`src/sv/afc_pkg.sv`:
```
package afc_pkg;

    localparam int TAG_BITS_DEFAULT = 16;

    localparam int NUM_AXES   = 3;
    localparam int NUM_PLANES = 6;

    localparam int COORD_W = 21;
    localparam int COEF_W  = 18;
    localparam int NORM_W  = 12;
    localparam int OFFS_W  = 28;
    localparam int DIST_W  = 22;
    localparam int CAM_W   = NUM_AXES * COORD_W;
    localparam int ROW_W   = NUM_AXES * COEF_W;
    localparam int BOX_W   = 2 * COORD_W;

    localparam int COEF_FRAC   = 14;
    localparam int CAM_SHIFT   = COEF_FRAC + 1;
    localparam int ROUND_SHIFT = COEF_FRAC + 1;
    localparam int ROUND_HALF  = 1 << (ROUND_SHIFT - 1);
    localparam int OFF_SHIFT   = 24;

    localparam int DIF_W = COORD_W + 1;
    localparam int P0_W  = COEF_W + COORD_W;
    localparam int E_W   = COEF_W + DIF_W;
    localparam int C0_W  = P0_W + 2;
    localparam int ES_W  = E_W + 2;
    localparam int D_W   = ES_W + 1;
    localparam int A_W   = D_W - ROUND_SHIFT - 1;
    localparam int SQ_W  = 2 * A_W;
    localparam int SUM_W = SQ_W + 2;
    localparam int NC_W  = NORM_W + C0_W;
    localparam int NE_W  = NORM_W + E_W;
    localparam int DOT_W = NC_W + 2;
    localparam int DE_W  = NE_W + 2;
    localparam int MIN_W = DOT_W + 2;

    localparam int ROOT_W = DIST_W;
    localparam int RAD_W  = 2 * ROOT_W;
    localparam int REM_W  = ROOT_W + 1;

    localparam int REG_IDX_W = 3;
    localparam int PADDR_W   = REG_IDX_W + 3;
    localparam int PDATA_W   = 64;

    localparam logic [REG_IDX_W-1:0] REG_CAMERA  = 3'd6;
    localparam logic [REG_IDX_W-1:0] REG_CULL_EN = 3'd7;

    typedef struct packed {
        logic signed [OFFS_W-1:0] offset;
        logic signed [NORM_W-1:0] nz;
        logic signed [NORM_W-1:0] ny;
        logic signed [NORM_W-1:0] nx;
    } t_plane;

    typedef struct packed {
        logic valid;
        logic culled;
    } t_item_ctl;

endpackage

```
`src/sv/afc_isqrt.sv`:
```
module afc_isqrt #(
    parameter int TAG_BITS = afc_pkg::TAG_BITS_DEFAULT
) (
    input  logic                       i_clk,
    input  logic                       i_rst_n,
    input  logic                       i_en,
    input  afc_pkg::t_item_ctl         i_ctl,
    input  logic [TAG_BITS-1:0]        i_tag,
    input  logic [afc_pkg::SUM_W-1:0]  i_sum,
    output afc_pkg::t_item_ctl         o_ctl,
    output logic [TAG_BITS-1:0]        o_tag,
    output logic [afc_pkg::DIST_W-1:0] o_dist
);
    import afc_pkg::*;

    t_item_ctl           r_ctl  [ROOT_W];
    logic [TAG_BITS-1:0] r_tag  [ROOT_W];
    logic                r_sat  [ROOT_W];
    logic [ROOT_W-1:0]   r_root [ROOT_W];
    logic [REM_W-1:0]    r_rem  [ROOT_W-1];
    logic [RAD_W-1:0]    r_rad  [ROOT_W-1];

    for (genvar j = 0; j < ROOT_W; j++) begin : g_step
        t_item_ctl           w_ctl;
        logic [TAG_BITS-1:0] w_tag;
        logic                w_sat;
        logic [ROOT_W-1:0]   w_root;
        logic [REM_W-1:0]    w_rem;
        logic [RAD_W-1:0]    w_rad;
        logic [REM_W+1:0]    w_cur;
        logic [REM_W+1:0]    w_trial;
        logic [REM_W+1:0]    w_dif;
        logic                w_ge;

        if (j == 0) begin : g_src
            assign w_ctl  = i_ctl;
            assign w_tag  = i_tag;
            assign w_sat  = |i_sum[SUM_W-1:RAD_W];
            assign w_root = '0;
            assign w_rem  = '0;
            assign w_rad  = i_sum[RAD_W-1:0];
        end else begin : g_src
            assign w_ctl  = r_ctl[j-1];
            assign w_tag  = r_tag[j-1];
            assign w_sat  = r_sat[j-1];
            assign w_root = r_root[j-1];
            assign w_rem  = r_rem[j-1];
            assign w_rad  = r_rad[j-1];
        end

        assign w_cur   = {w_rem, w_rad[RAD_W-1 -: 2]};
        assign w_trial = (REM_W + 2)'({w_root, 2'b01});
        assign w_ge    = (w_cur >= w_trial);
        assign w_dif   = w_cur - w_trial;

        always_ff @(posedge i_clk) begin
            if (!i_rst_n) begin
                r_ctl[j] <= '0;
            end else if (i_en) begin
                r_ctl[j] <= w_ctl;
            end
        end

        always_ff @(posedge i_clk) begin
            if (i_en) begin
                r_tag[j]  <= w_tag;
                r_sat[j]  <= w_sat;
                r_root[j] <= {w_root[ROOT_W-2:0], w_ge};
            end
        end

        if (j < ROOT_W - 1) begin : g_fwd
            always_ff @(posedge i_clk) begin
                if (i_en) begin
                    r_rem[j] <= w_ge ? w_dif[REM_W-1:0] : w_cur[REM_W-1:0];
                    r_rad[j] <= w_rad << 2;
                end
            end
        end
    end

    assign o_ctl  = r_ctl[ROOT_W-1];
    assign o_tag  = r_tag[ROOT_W-1];
    assign o_dist = r_ctl[ROOT_W-1].culled ? '0 :
                    r_sat[ROOT_W-1]        ? '1 : r_root[ROOT_W-1];

endmodule

```
`config.mk`:
```
export PLATFORM = sky130hd
export DESIGN_NAME = afc_isqrt
export DESIGN_NICKNAME = d
export VERILOG_FILES = /design/src/sv/afc_pkg.sv /design/src/sv/afc_isqrt.sv
export SDC_FILE = /design/constraint.sdc
export NUM_CORES = 2
export LEC_CHECK = 0
export BUFFER_PORTS_ARGS = -buffer_cell sky130_fd_sc_hd__buf_4
export CAP_MARGIN = 10
export CORE_MARGIN = 10
export CORE_UTILIZATION = 50
export CTS_CLUSTER_DIAMETER = 100
export CTS_CLUSTER_SIZE = 24
export DETAILED_ROUTE_END_ITERATION = 12
export PLACE_DENSITY = 0.67
export SYNTH_ARGS = -nofsm -noshare
export SYNTH_HDL_FRONTEND = slang
export SYNTH_SLANG_ARGS = --single-unit
```
`constraint.sdc`:
```
create_clock -name i_clk -period 4 [get_ports i_clk]
set_input_delay 0.6 -clock i_clk [delete_from_list [all_inputs] [get_ports i_clk]]
set_output_delay 0.6 -clock i_clk [all_outputs]
set_load 0.05 [all_outputs]
```
* Word level (Yosys, flattened, before mapping) *
Memory sizes are Yosys's and may differ from the RTL's.
Cells that the tools add are included.

operators by class
  add/subtract/negate cells = 21
  order comparisons = 22
  muxes and demuxes = 50
  bitwise logic cells = 22
  reduce and logical (&&, ||, !) cells = 1

operators with widths
  operator                                                                             number
  25-bit by 24-bit greater-or-equal comparator with 1-bit output                       21
  23-bit two-way mux                                                                   21
  23-bit subtractor                                                                    20
  2-bit two-way mux                                                                    22
  22-bit two-way mux                                                                   2
  1-bit bitwise OR                                                                     22
  12-bit OR reduction                                                                  1
  1-bit two-way mux                                                                    5
  2-bit by 1-bit subtractor with 3-bit output, second input constant                   1
  2-bit by 1-bit greater-or-equal comparator with 1-bit output, second input constant  1

storage, ports and cells
  register bits after elaboration = 0
  bits in writable memories = 2267
  output and inout bits = 40
  logic and storage cells = 122
  memories kept = 6

memory list
  memory  depth  width  read ports  clocked after memory_dff  wr ports  RTL line         text
  r_rad   21     42     21          0                         21        afc_isqrt.sv:21  logic [RAD_W-1:0] r_rad [ROOT_W-1];
  r_root  22     22     22          0                         22        afc_isqrt.sv:19  logic [ROOT_W-1:0] r_root [ROOT_W];
  r_rem   21     23     21          0                         21        afc_isqrt.sv:20  logic [REM_W-1:0] r_rem [ROOT_W-1];
  r_tag   22     16     22          0                         22        afc_isqrt.sv:17  logic [TAG_BITS-1:0] r_tag [ROOT_W];
  r_ctl   22     2      22          0                         22        afc_isqrt.sv:16  t_item_ctl r_ctl [ROOT_W];
  r_sat   22     1      22          0                         22        afc_isqrt.sv:18  logic r_sat [ROOT_W];

* Logic depth before layout (Yosys ltp) *
  word-level depth = 4
  mapped depth = 12
  depth with buffers taken out = 10

* Least setup slack after synthesis *
Ideal clock, no wire load.

  path type = flip-flop to flip-flop
  start = memory r_rem[1][56] in the netlist's numbering
  end = memory r_rem[1][71] in the netlist's numbering (data pin)
  setup time = 270 ps
  data arrival time = 2821 ps
  data required time = 3730 ps
  setup slack = 909 ps
  cell stages (with the launch flop) = 11
  path buffers = 1
  clock period less this slack = 3091 ps
  cell sequence = edfxtp_1 > ha_1 > a21o_1 > or3_1 > or2_1 > or4_1 > nor4b_4 > o41ai_2 > clkbuf_1 > nor2_1 > a21oi_1

RTL lines
  item             RTL line
  start, declared  afc_isqrt.sv:20

==> impl_metrics.csv <==
group,metric,value,unit
synthesis,synth.most_common_cell,"edfxtp_1",
pwr,seqPwrFrac,60.0,%
clock_network,clk_path_buf_depth,3,
clock_network,cts_resized,0,
synthesis,synth_flop_cell,"edfxtp_1",
setup_path,r2r_end,"r_rem[1][77]",
global_route,grtUsageMet1,19.0,%
placed_design,portBuffers,116,
pwr,swShare,25.5,%
die,die_h,386,µm
route,wirelength,105,mm
synthesis,syn_inst,4651,
pwr,intPower,0.0264,W
global_route,grt_util_all_layers,14.0,%
clock_network,cts.root.buffer_cell,"clkbuf_16",
die,die_area,0.149,mm²
setup_path,startpoint_type,"flop",
synthesis,yosys.area.top_type,"edfxtp_1",
route,drt_iter0_drc,2596,
timing,skew,0.0244,ns
setup_path,crit_arrival,3.94,ns
synthesis,yosys_warnings,0,
layout,area_delta_synth_final,8.52,%
die,die_w,386,µm
timing,max_freq,287,MHz
layout,nets,5197,
global_route,grt_pass1_wl,174,mm
global_route,grt_max_degree,194,
synthesis,ys_ff_latch,1587,
synthesis,netlist_area,0.0671,mm²
timing,relSlewSlack,28.2,%
timing,finalSetupTns,0,ns
pwr,power_density,487,mW/mm²
pwr,switching_power,0.00904,W
synthesis,yosysUniqueCellTypes,86,
setup_path,reg2reg_depth,9,
clock_network,cts_buffers,77,
placed_design,dp_hpwl,72.0,mm
setup_path,path_cells,"ha_1 -> a21o_1 -> or3_1 -> or2_1 -> or4_1 -> nor4b_4 -> o41ai_4 -> buf_4 -> mux2_2",
layout,antennaDiodeCount,0,
synthesis,yosys-top-cells-area,"edfxtp_1, ha_1, xnor2_1",
placed_design,gp_congestion,0.896,
global_route,grt_pass1_vias,34400,
setup_path,r2r-start,"r_rem[1][56]",
flow_run,cap_violations,0,
route,dr.pass1.iters,6,
die,core,0.133,mm²
synthesis,synth_nets,5004,
global_route,top_usage_layer,"met2",
pwr,p_leak,27.1,nW
setup_path,cp_max_fo,16,
synthesis,synth_top_area_share,71.1,%
clock_network,cts_tree,"yes",
layout,utilization,54.6,%
timing,rsz0062_at_grt,"false",
route,drcViolationCount,0,
pwr,vdd_drop_max,427,µV
setup_path,critical-path-max-stage-delay,0.46,ns
setup_path,crit_start,"r_rem[1][56]",
timing,final-max-slew-violation-count,0,
timing,fin_crit,3.48,ns
setup_path,critPathKind,"flop to flop",
timing,max_slew.worst_pin.slew,1.07,ns
synthesis,synth_commonest_cells,"edfxtp_1, inv_1, nor2_1",
die,io-pin-count,117,
setup_path,cp_slowest_cell,"or4_1",
setup_path,crit_path_end_kind,"flop",
worst_hold_path,min_path_type,"input pin to flop",
synthesis,seq_area_frac_synth,71.1,%
die,initial_core_util,50.3,%
setup_path,required,4.46,ns
status,outcome,"finished clean",
route,wire_per_inst,15.9,µm
global_route,globalRouteMet3Util,2.01,%
setup_path,rrSetupSlack,0.52,ns
pwr,pwr-share-clk,23.9,%
route,vias_per_cell,5.30,
synthesis,ys_async_sr_fraction,0,%
clock_network,cts_htree_levels,3,
route,routed-via-count,35100,
global_route,grt_remaining_overflow,0,
setup_path,crit_end,"r_rem[1][77]",
route,postRouteAntennaNets,0,
global_route,antenna_found_initial,1,
layout,drive_above_1_share,6.94,%
synthesis,synth-edff-count,1587,
timing,finalSetupViolations,0,
synthesis,avgSynthCellArea,14.4,µm²
clock_network,clkSinkCount,1587,
clock_network,clk_latency,0.71,ns
die,num_rows,134,
timing,finalCritPeriodShare,87.0,%
clock_network,path_clk_slew,0.10,ns
timing,finalHoldViolations,0,
pwr,pwr-share-comb,16.1,%
global_route,met2_usage,23.1,%
## power groups by stage
stage               clock [W]  combinational [W]  sequential (W)
floorplan                   0            0.00420          0.0213
global placement            0            0.00561          0.0216
detailed placement          0            0.00570          0.0217
CTS                   0.00892            0.00574          0.0213
global route          0.00946            0.00646          0.0215
finish                0.00846            0.00572          0.0213
## registers in the layout (all words and copies together) (netlist names)
signal and count:
r_rad 462, r_rem 454, r_tag 352, r_root 253
r_ctl 44, r_sat 22
## worst min-delay path by stage
stage,from,to,slack (ns),depth (start not counted)
global placement,r_rad[0][187],r_rad[0][231],0.40,0
global route,i_tag[9],r_tag[0][9],0.01,1
finish,i_sum[36],r_rad[0][36],0.07,1
detailed placement,r_rad[0][64],r_rad[0][108],0.40,0
CTS,i_sum[36],r_rad[0][36],0.0004,1
floorplan,r_rad[0][56],r_rad[0][100],0.40,0
## per-stage QoR
stage,hold slack (ns),instances,area (µm²),power (W),setup WS [ns]
detailed placement,0.405,6511,70400,0.0274,0.532
global placement,0.400,6511,70400,0.0272,0.640
finish,0.0719,6625,72800,0.0355,0.521
global route,0.0133,6625,72800,0.0374,0.268
floorplan,0.400,4651,67100,0.0255,0.909
CTS,0.000441,6625,72800,0.0359,0.506
## cell type report
type	count	area, µm²
tap	1768	2210
inverter	338	1270
timing repair buffer	188	1600
multi-input combinational	2652	17900
sequential	1587	47700
clock buffer	81	1940
clock inverter	11	205
fill	10600	60500
## cells in the final DEF (no fill, tap or decap), types with 23 or more instances in the layout
cell type,count
edfxtp_1,1587
inv_1,337
nor2_1,321
nand2_1,289
ha_1,276
a21oi_1,239
o21ai_0,227
xnor2_1,181
xor2_1,179
buf_4,156
nor3_1,98
clkbuf_16,77
a21o_1,75
nand3_1,69
and3_1,59
o21a_1,55
nand2b_1,53
nor4_1,52
nand4_1,43
or3_1,36
mux2_2,35
nor2b_1,30
o31ai_1,27
or4_1,27
a211oi_1,23
## worst max-delay path: cells and delay by family, from the launching register on
kind	cells	cell delay (ns)
AND/OR/NAND/NOR	4	1.47
AO/OA/AOI/OAI	2	0.47
flip-flops	1	0.40
multiplexers	1	0.29
buffers and inverters	1	0.26
adder cells (fa/ha/maj)	1	0.35
## per-layer routing
layer	part of all wire (%)	wire [µm]
met3	4.0	4220
met2	47	49500
met4	3.1	3210
met5	0	0
met1	46	48200
## what timing repair did
action,CTS,global route
hold endpoints to repair,22,0
setup endpoints to repair,0,0
buffers inserted,0,0
hold buffers,22,0
## kinds of logic after synthesis
kind of cell | count (synthesis) | synth area share, %
XOR/XNOR | 360 | 4.70
multiplexers | 44 | 0.726
buffers and inverters | 412 | 2.33
AO/OA/AOI/OAI | 787 | 7.18
other | 1 | 0.00559
AND/OR/NAND/NOR | 1184 | 8.83
flip-flops | 1587 | 71.1
adder cells (fa/ha/maj) | 276 | 5.15
(Power assumes the default switching activity.)
